### config.mk
export PLATFORM = sky130hd
export DESIGN_NAME = hkua_ctrl
export DESIGN_NICKNAME = d
export VERILOG_FILES = /design/src/rtl/hkua_pkg.sv /design/src/rtl/hkua_ctrl.sv
export SDC_FILE = /design/constraint.sdc
export NUM_CORES = 1
export LEC_CHECK = 0
export ABC_AREA = 1
export BUFFER_PORTS_ARGS = -buffer_cell sky130_fd_sc_hd__buf_4
export CAP_MARGIN = 10
export CELL_PAD_IN_SITES_DETAIL_PLACEMENT = 0
export CELL_PAD_IN_SITES_GLOBAL_PLACEMENT = 1
export CORE_UTILIZATION = 27
export CTS_BUF_LIST = sky130_fd_sc_hd__clkbuf_4 sky130_fd_sc_hd__clkbuf_8
export CTS_CLUSTER_SIZE = 12
export DETAILED_ROUTE_END_ITERATION = 10
export PLACE_DENSITY = 0.84
export SKIP_LAST_GASP = 1
export SYNTH_ARGS = -nofsm -noshare
export SYNTH_HDL_FRONTEND = slang
export SYNTH_SLANG_ARGS = --single-unit
### constraint.sdc
create_clock -name clk_i -period 1.15 [get_ports clk_i]
set_input_delay 0.0575 -clock clk_i [delete_from_list [all_inputs] [get_ports clk_i]]
set_output_delay 0.0575 -clock clk_i [all_outputs]
set_load 0.01 [all_outputs]
### src/rtl/hkua_pkg.sv
// ----------------------------------------------------------------------------
// hkua_pkg
// Types and constants shared by the hashed key usage accumulator modules.
// ----------------------------------------------------------------------------
package hkua_pkg;

  localparam int unsigned KEY_W  = 32;
  localparam int unsigned TOT_W  = 64;
  localparam int unsigned SLOT_W = 7;

  localparam logic ACT_ACCUM = 1'b0;
  localparam logic ACT_READ  = 1'b1;

  localparam logic ST_OK   = 1'b0;
  localparam logic ST_FULL = 1'b1;

  typedef struct packed {
    logic              action;
    logic [KEY_W-1:0]  group_key;
    logic [TOT_W-1:0]  amount;
    logic [SLOT_W-1:0] slot_index;
  } in_t;

  typedef struct packed {
    logic              status;
    logic [SLOT_W-1:0] slot;
    logic              entry_valid;
    logic [KEY_W-1:0]  entry_key;
    logic [TOT_W-1:0]  entry_total;
  } out_t;

  typedef struct packed {
    logic             valid;
    logic [KEY_W-1:0] key;
    logic [TOT_W-1:0] total;
  } entry_t;

  typedef enum logic [3:0] {
    S_CLEAR,
    S_IDLE,
    S_HASH,
    S_REDUCE,
    S_FOLD,
    S_PROBE,
    S_FETCH,
    S_EMIT
  } state_e;

  typedef struct packed {
    logic clr;
    logic load;
    logic lookup;
    logic mul;
    logic reduce;
    logic fold;
    logic step;
    logic commit_acc;
    logic commit_full;
    logic commit_read;
    logic emit;
  } cmd_t;

  typedef struct packed {
    logic clr_last;
    logic in_read;
    logic hit;
    logic empty;
    logic last_probe;
    logic out_busy;
  } sts_t;

endpackage

### src/rtl/hkua_ctrl.sv
// ----------------------------------------------------------------------------
// hkua_ctrl
// Sequencer for clearing, hashing, probing, slot reads and result hand-off.
// ----------------------------------------------------------------------------
module hkua_ctrl import hkua_pkg::*; (
  input  logic clk_i,
  input  logic rst_ni,
  input  logic in_valid_i,
  output logic in_ready_o,
  input  sts_t sts_i,
  output cmd_t cmd_o
);

  state_e state_q, state_d;

  always_ff @(posedge clk_i or negedge rst_ni) begin
    if (!rst_ni) begin
      state_q <= S_CLEAR;
    end else begin
      state_q <= state_d;
    end
  end

  always_comb begin
    state_d    = state_q;
    cmd_o      = '0;
    in_ready_o = 1'b0;
    unique case (state_q)
      S_CLEAR: begin
        cmd_o.clr = 1'b1;
        if (sts_i.clr_last) begin
          state_d = S_IDLE;
        end
      end
      S_IDLE: begin
        in_ready_o = 1'b1;
        if (in_valid_i) begin
          cmd_o.load = 1'b1;
          if (sts_i.in_read) begin
            cmd_o.lookup = 1'b1;
            state_d      = S_FETCH;
          end else begin
            state_d = S_HASH;
          end
        end
      end
      S_HASH: begin
        cmd_o.mul = 1'b1;
        state_d   = S_REDUCE;
      end
      S_REDUCE: begin
        cmd_o.reduce = 1'b1;
        state_d      = S_FOLD;
      end
      S_FOLD: begin
        cmd_o.fold = 1'b1;
        state_d    = S_PROBE;
      end
      S_PROBE: begin
        if (sts_i.hit || sts_i.empty) begin
          cmd_o.commit_acc = 1'b1;
          state_d          = S_EMIT;
        end else if (sts_i.last_probe) begin
          cmd_o.commit_full = 1'b1;
          state_d           = S_EMIT;
        end else begin
          cmd_o.step = 1'b1;
        end
      end
      S_FETCH: begin
        cmd_o.commit_read = 1'b1;
        state_d           = S_EMIT;
      end
      S_EMIT: begin
        if (!sts_i.out_busy) begin
          cmd_o.emit = 1'b1;
          state_d    = S_IDLE;
        end
      end
      default: begin
        state_d = S_IDLE;
      end
    endcase
  end

endmodule

Word-level counts from Yosys, hierarchy flattened

Index checks and enable logic that the tools add are counted.

Flip-flop bits (word level): 4
Input port bits: 9
Output and inout bits: 12
Logic and storage cells: 39

Reductions and logical operators: 3
Eq/ne operators: 11
Multiplexer cells: 24

Operators with widths:

| operator             | number |
|---|---|
| $pmux W4 S8          | 1 |
| $mux W4              | 5 |
| $eq A4 B3 Y1 const B | 4 |
| $mux W1              | 14 |
| $eq A4 B2 Y1 const B | 2 |
| $mux W3              | 2 |
| $ne A2 B2 Y1 const B | 3 |
| $eq A4 B1 Y1 const B | 1 |
| $logic_not A4 Y1     | 1 |
| $mux W2              | 2 |
| $reduce_and A4 Y1    | 1 |
| $ne A3 B3 Y1 const B | 1 |
| $logic_or A1 B1 Y1   | 1 |

Logic depth before layout (Yosys ltp)

Gate-level depths: netlist of run 1.

Depth after elaboration: 3
Gate-level depth with buffers: 9
Mapped depth without buffers: 9

Least setup slack after synthesis of run 1

Ideal clock, no wire load.

Path type: reg2reg
From: register state_q[1]
To: register state_q[0]
Data arrival time: 1152 ps
Required time: 1029 ps
Path slack: -123 ps
Buffers on the path: 0
Stages on the path, launching flop included: 10
Library setup time: 121 ps
Clock period less this slack: 1273 ps
Cells stage by stage: dfrtp_1 -> inv_1 -> ha_1 -> inv_2 -> nor2_4 -> nand2_4 -> nand2_4 -> nor2_2 -> nand2_1 -> nand2_1

Word-level cells in the longest chain between the ends: 3
Elaborated cells between the ends (all ways): 14
Those cells by class: eq/ne: 11; mux: 1; reduce/logical: 2

Ends and longest elaborated chain:

| item                                                   | RTL line        | source |
|---|---|---|
| start: declaration                                     | hkua_ctrl.sv:14 | `state_e state_q, state_d;` |
| start signal: assignment                               | hkua_ctrl.sv:20 | `state_q <= state_d;` |
| $eq A4 B3 Y1 (tied with other cells)                   | hkua_ctrl.sv:28 | `unique case (state_q)` |
| $ne A3 B3 Y1 (no line) or $ne A2 B2 Y1 (tied branches) | n/a             |  |
| $reduce_and A4 Y1 (no line)                            | n/a             |  |

Parallel ways exist; a longest one is shown, timed or not.
A chain may end at the register's enable or synchronous reset.

==> summary.md, run 1 <==
| Metric | Value |
|---|---|
| CTS Buffer Depth | 2 |
| CTS clk-pin slew, worst paths | ~0.040 ns |
| Netlist cell types | 17 |
| Met3 usage | 0 |
| Number of global-route vias before repair | 420 |
| Final ANT Viol Nets | 0 |
| Crit path kind | reg -> out |
| Clk Tree Root Cell | clkbuf_4 |
| Die Footprint | 1670 µm² |
| H-Tree Depth | 1 |
| Clock Latency Late Sink | around 0.23 ns |
| First-pass GRT wire length | 1490 µm |
| Path category of the worst min-delay check | in -> async |
| Final setup violation count | 15 |
| Slew HR | 0.821 |
| Max-slew violation count | 0 |
| CP endpoint kind | primary output |
| Worst Setup SP | state_q[0]$_DFFE_PN0P_ |
| Routed vias | 477 |
| Gr ovfl total | 0 |
| Worst setup endpoint | cmd_o[5] |
| RSZ-0062 raised after global routing | true |
| Worst reg-to-reg setup slack | -0.20 ns |
| WL/cell | 8.77 µm |
| CP required | 1.09 ns |
| Initial antenna violation count | 0 |
| Data arrival, critical path | 1.30 ns |
| Chip height | roughly 41 µm |
| Violated checks | negative setup slack |
| HPWL after DPL | 686 µm |
| # fillers | 135 |
| Crit path launch type | flip-flop |
| Largest reg by FF count | state_q |
| GRT Max-Usage Layer | met2 |
| DIE WIDTH | 40.8 µm |
| Most frequent cells in the layout | buf_4, nand2_1, inv_2 |
| Gr usage total | 0.133 |
| Cells after Synth | 59 |
| Power, Total | approximately 1.9 mW |
| Ant diodes | 0 |
| Starting Density | 0.301 |
| Worst-path fanout max | 3 |
| Outcome | finished, violations left |
| Worst-Margin Slew | approximately 0.27 ns |
| Clk sinks | 3 |
| CTS tree | built |
| Seq/Total Area, Yosys | 0.185 |
| Via density | 4.30 |
| VDD IR max | 1.57 mV |
| Final hold violations | 0 |
| M1 GR Usage | 0.135 |
| Largest register FFs | 3 |
| Final min period | around 1.4 ns |
| Met2 Track Usage GR | 0.266 |
| RR Startpoint | state_q[1]$_DFFE_PN0P_ |
| Initial drt markers | 2 |
| Drt first pass iters | 3 |
| Final period util | 1.18 |
| Maximum clock rate | 736 MHz |
| GPL Wtd Cong | 0.808 |
| Reg2reg path depth | 10 |
| Core Region | 1350 µm² |
| Final WL | just under 1000 µm |
| Warning count from the yosys run | 0 |
| Largest registers | state_q: 3 flops |
| Num CTS Buffers | 3 |
| Row count | 13 |
| Avg Cell Area, Syn | 6.89 µm² |
| Pwr dens | between 2000 and 2500 nW/µm² |
| IO Count | 21 |
| Synth-to-Final Area Change | 91.1% |
| Worst hold slack | 0.146 ns |
| PortBufs | 20 |
| Layout cells sized above 1 | 0.667 |
| Commonest non-fill, non-tap cell in the layout | buf_4 |
| Net Count, Synth | 72 |
| Final Skew | 0.000488 ns |
| Largest net degree at the start of global routing | 10 |
| Worst Setup Slack, final | -0.209 ns |
| Max_cap viols | 0 |
| RR Endpoint | state_q[1]$_DFFE_PN0P_ |
| Flop and latch count out of synthesis | 3 |
| Drc violations | 0 |
| Cell Area, Synth | 407 µm² |
| Net count reported at finish | 110 |
| Leakage | 0.449 nW |
==> worst min path at each step <==
| stage | from | to | slack [ns] | cells after the start |
|---|---|---|---|---|
| 3_3_place_gp | rst_ni | state_q[1]$_DFFE_PN0P_ | -0.15 | 1 |
| 6_report | rst_ni | state_q[1]$_DFFE_PN0P_ | 0.15 | 2 |
| 5_1_grt | rst_ni | state_q[0]$_DFFE_PN0P_ | 0.15 | 2 |
| 3_5_place_dp | rst_ni | state_q[1]$_DFFE_PN0P_ | -0.15 | 1 |
| 2_1_floorplan | rst_ni | state_q[0]$_DFFE_PN0P_ | -0.24 | 0 |
| 4_1_cts | rst_ni | state_q[0]$_DFFE_PN0P_ | 0.14 | 2 |
==> routing by layer <==
metal / share of wire / wire length, µm / vias up
met1: 0.38 / 367 / 217
met3: 0.037 / 36 / 2
met2: 0.57 / 554 / 13
met5: 0 / 0 / -
met4: 0.015 / 15 / 0
li1: - / - / 245
==> through the flow <==
step | util | instance area [µm²] | cells | TNS, ns | setup slack, ns
6_report | 0.576 | 777 | 111 | -2.44 | -0.209
5_1_grt | 0.576 | 777 | 111 | -3.43 | -0.276
4_1_cts | 0.545 | 736 | 109 | -2.37 | -0.208
3_5_place_dp | 0.464 | 627 | 99 | -0.520 | -0.150
3_3_place_gp | 0.464 | 627 | 99 | -0.444 | -0.134
2_1_floorplan | - | 424 | 59 | -0.177 | -0.0592
==> cells by family after synthesis <==
kind of cell	after synthesis	synth area share
and+or+nand+nor	32	0.452
buffers and inverters	16	0.172
AOI/OAI and AO/OA	4	0.0677
adders and majority gates	4	0.123
DFF	3	0.185
==> cell type report <==
| class | instances | area (µm²) | share of cell area |
|---|---|---|---|
| multi-input cells | 40 | 324 | 0.417 |
| repair buffers | 34 | 269 | 0.346 |
| flip-flops and latches | 3 | 76.3 | 0.0982 |
| inverters | 15 | 58.8 | 0.0757 |
| clock buffers | 4 | 30.0 | 0.0386 |
| well taps | 15 | 18.8 | 0.0242 |
==> power breakdown <==
| part | switching [mW] | leakage, nW | internal, mW | total, mW |
|---|---|---|---|---|
| sequential | 0.115 | 0.0339 | 0.170 | 0.285 |
| clock | 0.0526 | 0.0184 | 0.153 | 0.206 |
| combinational | 0.680 | 0.396 | 0.736 | 1.42 |
==> critical path, stage by stage (launching register included) <==
cell and delay [ns]:
dfrtp_1 0.42, inv_2 0.11, ha_2 0.19, nand2_1 0.06, buf_4 0.14, inv_1 0.04
buf_4 0.10
==> synth_stat cells (all sizes together) <==
| master | n | area, µm² |
|---|---|---|
| nand2 | 18 | 100 |
| ha | 4 | 50.1 |
| inv | 15 | 58.8 |
| buf | 1 | 11.3 |
| o21bai | 3 | 22.5 |
| nor4 | 1 | 6.26 |
| o21ai | 1 | 5.00 |
| nor2 | 10 | 50.1 |
| nand3 | 3 | 27.5 |
| dfrtp | 3 | 75.1 |
==> timing repair <==
action	in CTS	in global routing
endpoints found under the hold margin	3	0
hold buffers	1	0
gates resized for setup	12	6
endpoints found under the setup margin	15	15
pin swaps	6	1
setup buffers	5	2
Note: power is estimated with default switching activity, not from simulation.
==> run 2: changes to the inputs <==
--- a/config.mk
+++ b/config.mk
@@ -14,8 +14,9 @@
 export CTS_BUF_LIST = sky130_fd_sc_hd__clkbuf_4 sky130_fd_sc_hd__clkbuf_8
 export CTS_CLUSTER_SIZE = 12
 export DETAILED_ROUTE_END_ITERATION = 10
-export PLACE_DENSITY = 0.84
+export PLACE_DENSITY = 0.78
 export SKIP_LAST_GASP = 1
 export SYNTH_ARGS = -nofsm -noshare
 export SYNTH_HDL_FRONTEND = slang
 export SYNTH_SLANG_ARGS = --single-unit
+export TNS_END_PERCENT = 50
==> run 2 against run 1 <==
The run still ends with negative setup slack left. Routed wire length shrank 2.8%. Register-to-register slack is essentially flat. First-iteration DRC count grew 50%. Non-clock buffer count shrank 4. Sequential share of layout area grew 1.0 points. Cell area shrank 7.9%. Via count shrank 5.5%.
==> summary.md, run 2 (synthesis gave the netlist of run 1 again) <==
| Metric | Value |
|---|---|
| Initial antenna violation count | 0 |
| Power, Total | about 1.7 mW |
| Final WL | ~950 µm |
| First-pass GRT wire length | 1580 µm |
| Outcome | finished, violations left |
| Non-filler cells, final | about 110 |
| Initial drt markers | 3 |
| Largest reg by FF count | state_q |
| Synth-to-Final Area Change | 76.0% |
| Layout cells sized above 1 | 0.609 |
| # fillers | 145 |
| Largest register FFs | 3 |
| Row count | 13 |
| Clk Tree Root Cell | clkbuf_4 |
| Setup TNS | -2.53 ns |
| RSZ-0062 raised after global routing | true |
| Final Cell Area | around 700 µm² |
| VDD IR max | 1.23 mV |
| Sequential power share | 0.169 |
| Switch share | 0.448 |
| PortBufs | 20 |
| CTS Buffer Depth | 2 |
| Core Region | 1350 µm² |
| Pwr dens | 2430 nW/µm² |
| Switch Pwr | roughly 780 µW |
| CP required | about 1.1 ns |
| Final setup violation count | 15 |
| Gr ovfl total | 0 |
| Max_cap viols | 0 |
| Commonest non-fill, non-tap cell in the layout | buf_4 |
| Slew HR | 0.809 |
| Crit path kind | reg -> out |
| H-Tree Depth | 1 |
| Drt first pass iters | 3 |
| Chip height | 40.8 µm |
| Net count reported at finish | 106 |
| Reg2reg path depth | 10 |
| Final Skew | 0.000387 ns |
| Worst Setup Slack, final | -0.209 ns |
| Final ANT Viol Nets | 0 |
| Slowest cell on the critical path | dfrtp_1 |
| Clock share of power | 0.118 |
| Clk sinks | 3 |
| Worst reg-to-reg setup slack | -0.21 ns |
| Clock Latency Late Sink | roughly 0.23 ns |
| CTS tree | built |
| Largest net degree at the start of global routing | 10 |
| Routed vias | about 450 |
| CTS clk-pin slew, worst paths | about 0.040 ns |
| Data arrival, critical path | 1.30 ns |
| Most frequent cells in the layout | buf_4, nand2_1, inv_2, inv_1, nor2_1 |
| Via density | about 4.2 |
| Cells along the critical path | inv_2 > ha_4 > inv_2 > nor2_4 > inv_2 > nor2_1 > buf_4 |
| Path category of the worst min-delay check | in -> async |
| GPL Wtd Cong | 0.753 |
| Number of global-route vias before repair | 414 |
| Ant diodes | 0 |
| RR Endpoint | state_q[2]$_DFFE_PN0P_ |
| Max-slew violation count | 0 |
| Gr usage total | 0.143 |
| WL/cell | a little under 9 µm |
| RR Startpoint | state_q[1]$_DFFE_PN0P_ |
| Final period util | 1.18 |
| P_int | 959 µW |
| Largest registers | state_q: 3 flops |
| Maximum clock rate | 736 MHz |
| Final min period | 1.36 ns |
| Die Footprint | 1670 µm² |
| Area after DPL | 634 µm² |
| Logic pwr share | 0.712 |
| Most used cell along the critical path | inv_2 |
| CP endpoint kind | primary output |
| Violated checks | negative setup slack |
| Dpl cells | 100 |
| Leakage | about 0.43 nW |
| Largest stage delay, worst path | a little over 0.4 ns |
| Worst-path fanout max | 4 |
| Crit path launch type | flip-flop |
| Worst-Margin Slew | ~0.29 ns |
| Num CTS Buffers | 3 |
| HPWL after DPL | 781 µm |
| DIE WIDTH | a little over 40 µm |
| IO Count | 21 |
| Final hold violations | 0 |
| Starting Density | 0.301 |
| Drc violations | 0 |
## run 2: stage by stage
| step | hold WS (ns) | utilization | setup slack (ns) |
|---|---|---|---|
| floorplan | -0.238 | - | -0.0592 |
| global placement | -0.151 | 0.470 | -0.127 |
| detailed placement | -0.152 | 0.470 | -0.168 |
| CTS | 0.139 | 0.521 | -0.230 |
| global route | 0.175 | 0.530 | -0.293 |
| finish | 0.161 | 0.530 | -0.209 |
## run 2: worst max-delay path: cells and delay by family, from the launching register on
family | cells | cell delay (ns)
adder cells (fa/ha/maj) | 1 | 0.15
flip-flops | 1 | 0.41
buffers and inverters | 4 | 0.32
AND/OR/NAND/NOR | 2 | 0.19
## run 2: area by class of cell
| cell class | count | area (µm²) | area share |
|---|---|---|---|
| clock buffers | 4 | 30.0 | 0.0420 |
| repair buffers | 30 | 235 | 0.329 |
| flip-flops and latches | 3 | 77.6 | 0.108 |
| multi-input cells | 40 | 295 | 0.413 |
| well taps | 15 | 18.8 | 0.0262 |
| inverters | 15 | 58.8 | 0.0822 |
## run 2: routing by layer
layer	GRT usage	routed length, µm	vias up	share of wire
li1	-	-	240	-
met1	0.161	397	196	0.42
met2	0.270	488	13	0.52
met3	0	44	2	0.047
met4	0.0750	15	0	0.016
met5	0	0	-	0
## run 2: what timing repair did
| item | CTS | global route |
|---|---|---|
| gates resized for setup | 8 | 3 |
| buffers inserted | 1 | 1 |
| pin swaps | 2 | 1 |
| hold buffers | 1 | 0 |
| endpoints found under the setup margin | 15 | 15 |
| hold endpoints to repair | 3 | 0 |
## run 2: power groups by stage
stage | registers (mW) | logic (mW) | clock network (mW)
floorplan | 0.213 | 0.796 | 0
global placement | 0.283 | 1.14 | 0
detailed placement | 0.288 | 1.14 | 0
CTS | 0.291 | 1.23 | 0.212
global route | 0.309 | 1.38 | 0.219
finish | 0.294 | 1.24 | 0.206
## run 2: how the worst max path moves through the flow
stage | from | to | slack, ns | cells after the start
after floorplan | state_q[0]$_DFFE_PN0P_ | state_q[0]$_DFFE_PN0P_ | -0.06 | 9
after detailed placement | state_q[0]$_DFFE_PN0P_ | state_q[2]$_DFFE_PN0P_ | -0.17 | 9
after global routing | state_q[1]$_DFFE_PN0P_ | state_q[2]$_DFFE_PN0P_ | -0.29 | 10
after global placement | state_q[0]$_DFFE_PN0P_ | state_q[0]$_DFFE_PN0P_ | -0.13 | 8
final | state_q[1]$_DFFE_PN0P_ | cmd_o[9] | -0.21 | 7
after CTS | state_q[1]$_DFFE_PN0P_ | cmd_o[9] | -0.23 | 7
==> run 3: changes to the inputs <==
--- a/config.mk
+++ b/config.mk
@@ -10,11 +10,11 @@
 export CAP_MARGIN = 10
 export CELL_PAD_IN_SITES_DETAIL_PLACEMENT = 0
 export CELL_PAD_IN_SITES_GLOBAL_PLACEMENT = 1
-export CORE_UTILIZATION = 27
+export CORE_UTILIZATION = 30
 export CTS_BUF_LIST = sky130_fd_sc_hd__clkbuf_4 sky130_fd_sc_hd__clkbuf_8
 export CTS_CLUSTER_SIZE = 12
 export DETAILED_ROUTE_END_ITERATION = 10
-export PLACE_DENSITY = 0.78
+export PLACE_DENSITY = 0.82
 export SKIP_LAST_GASP = 1
 export SYNTH_ARGS = -nofsm -noshare
 export SYNTH_HDL_FRONTEND = slang
==> constraint.sdc (replaced) <==
create_clock -name clk_i -period 1.38 [get_ports clk_i]
set_input_delay 0.069 -clock clk_i [delete_from_list [all_inputs] [get_ports clk_i]]
set_output_delay 0.069 -clock clk_i [all_outputs]
set_load 0.01 [all_outputs]
==> run 3 against run 2 <==
The run now ends clean. Clock power is 17% lower. Routed wire length shrank 3.9%. Global-route usage shrank 0.65 points. Worst hold slack gained 0.0041 ns. Non-clock buffer count is 6 lower. Largest cell class unchanged. Highest routed layer is now met3.
==> summary.md, run 3 (synthesis gave the netlist of run 1 again) <==
| Metric | Value |
|---|---|
| Outcome | finished, final reports clean |
| Non-filler cells, final | 100 |
| H-Tree Depth | 1 |
| Max_cap viols | 0 |
| Most frequent cells in the layout | buf_4, nand2_1, inv_1 |
| Ant diodes | 0 |
| Number of global-route vias before repair | 375 |
| Slew HR | 0.718 |
| Largest register FFs | 3 |
| Drt first pass iters | 2 |
| Final Cell Area | 651 µm² |
| Final min period | between 1 and 1.5 ns |
| Sequential power share | 0.178 |
| CTS Buffer Depth | 2 |
| Area after DPL | 563 µm² |
| Logic pwr share | 0.691 |
| Final setup violation count | 0 |
| Worst hold slack | about 0.16 ns |
| Dpl cells | 92 |
| CP endpoint kind | primary output |
| Clk sinks | 3 |
| Drc violations | 0 |
| Switch Pwr | 618 µW |
| Pwr dens | 2020 nW/µm² |
| RSZ-0062 raised after global routing | true |
| P_int | 698 µW |
| Path category of the worst min-delay check | in -> async |
| PortBufs | 20 |
| Core Region | 1190 µm² |
| VDD IR max | 0.986 mV |
| DIE WIDTH | 38.8 µm |
| Final period util | 0.991 |
| Die Footprint | 1510 µm² |
| Clock share of power | 0.130 |
| CTS clk-pin slew, worst paths | 0.04 ns |
| Gr usage total | 0.137 |
| IO Count | 21 |
| Layout cells sized above 1 | 0.547 |
| Leakage | 0.400 nW |
| Net count reported at finish | 100 |
| CTS tree | built |
| First-pass GRT wire length | 1440 µm |
| Synth-to-Final Area Change | 60.0% |
| WL/cell | about 9 µm |
| Data arrival, critical path | about 1.3 ns |
| Worst-Margin Slew | 0.423 ns |
| Commonest non-fill, non-tap cell in the layout | buf_4 |
| Largest reg by FF count | state_q |
| Final ANT Viol Nets | 0 |
| Crit path launch type | flip-flop |
| HPWL after DPL | about 720 µm |
| Routed vias | approximately 430 |
| Via density | between 4 and 5 |
| Gr ovfl total | 0 |
| Num CTS Buffers | 3 |
| Row count | 12 |
| Chip height | 38.8 µm |
| Final WL | 909 µm |
| Max-slew violation count | 0 |
| Switch share | 0.470 |
| Starting Density | 0.343 |
| Final hold violations | 0 |
| Crit path kind | reg -> out |
| Initial drt markers | 7 |
| Maximum clock rate | around 730 MHz |
| Initial antenna violation count | 0 |
| Largest net degree at the start of global routing | 10 |
| GPL Wtd Cong | 0.739 |
| Final Skew | 0.00535 ns |
| Clock Latency Late Sink | 0.23 ns |
| Worst-path fanout max | 3 |
| Largest registers | state_q: 3 flops |
| Clk Tree Root Cell | clkbuf_4 |
| CP required | ~1.3 ns |
[run 3: area by class of cell]
class / instances / area [µm²]
Sequential cell: 3 / 76.3
Clock buffer: 4 / 30.0
Fill cell: 126 / 536
Tap cell: 14 / 17.5
Multi-Input combinational cell: 40 / 285
Timing Repair Buffer: 24 / 183
Inverter: 15 / 58.8
[run 3: repair_timing]
item | CTS | global route
setup endpoints to repair | 5 | 9
pin swaps | 1 | 4
endpoints found under the hold margin | 3 | 0
resized for setup | 4 | 5
buffers inserted | 1 | 2
hold buffers | 1 | 0
[run 3: worst paths after layout]
kind	slack (ns)	end	start	cells after the start
hold / removal	0.16	state_q[1]$_DFFE_PN0P_	rst_ni	2
hold reg to reg	0.69	state_q[0]$_DFFE_PN0P_	state_q[0]$_DFFE_PN0P_	3
max in group asynchronous	1.10	state_q[0]$_DFFE_PN0P_	rst_ni	2
setup reg to reg	0.04	state_q[2]$_DFFE_PN0P_	state_q[1]$_DFFE_PN0P_	9
min in group clk_i	0.21	state_q[2]$_DFFE_PN0P_	sts_i[4]	5
setup / recovery	0.01	cmd_o[4]	state_q[1]$_DFFE_PN0P_	7
[run 3: per-stage QoR]
stage	util	power, mW	setup slack [ns]	setup TNS, ns
after CTS	0.531	1.27	0.0140	0
after floorplan	-	0.789	0.107	0
after global routing	0.549	1.46	-0.0583	-0.330
final	0.549	1.32	0.0119	0
after detailed placement	0.475	1.03	0.0375	0
after global placement	0.475	1.02	0.0502	0
[run 3: per-layer routing]
metal	routed length (µm)	part of all wire	global-route usage
met1	419	0.46	0.178
met5	0	0	0
met4	0	0	0.0259
met2	451	0.50	0.225
met3	38	0.042	0.0347
[run 3: power groups by stage]
stage	clock network, mW	logic [mW]	registers, mW
final	0.172	0.910	0.235
after global routing	0.185	1.03	0.245
after CTS	0.179	0.866	0.229
after detailed placement	0	0.807	0.220
after global placement	0	0.804	0.218
after floorplan	0	0.624	0.165
[run 3: worst max-delay path, stage by stage (launching register included)]
cell and delay (ns):
dfrtp_1 0.40, inv_2 0.11, ha_4 0.16, nand2_4 0.07, inv_4 0.08, nand3_4 0.07
inv_1 0.07, buf_4 0.11
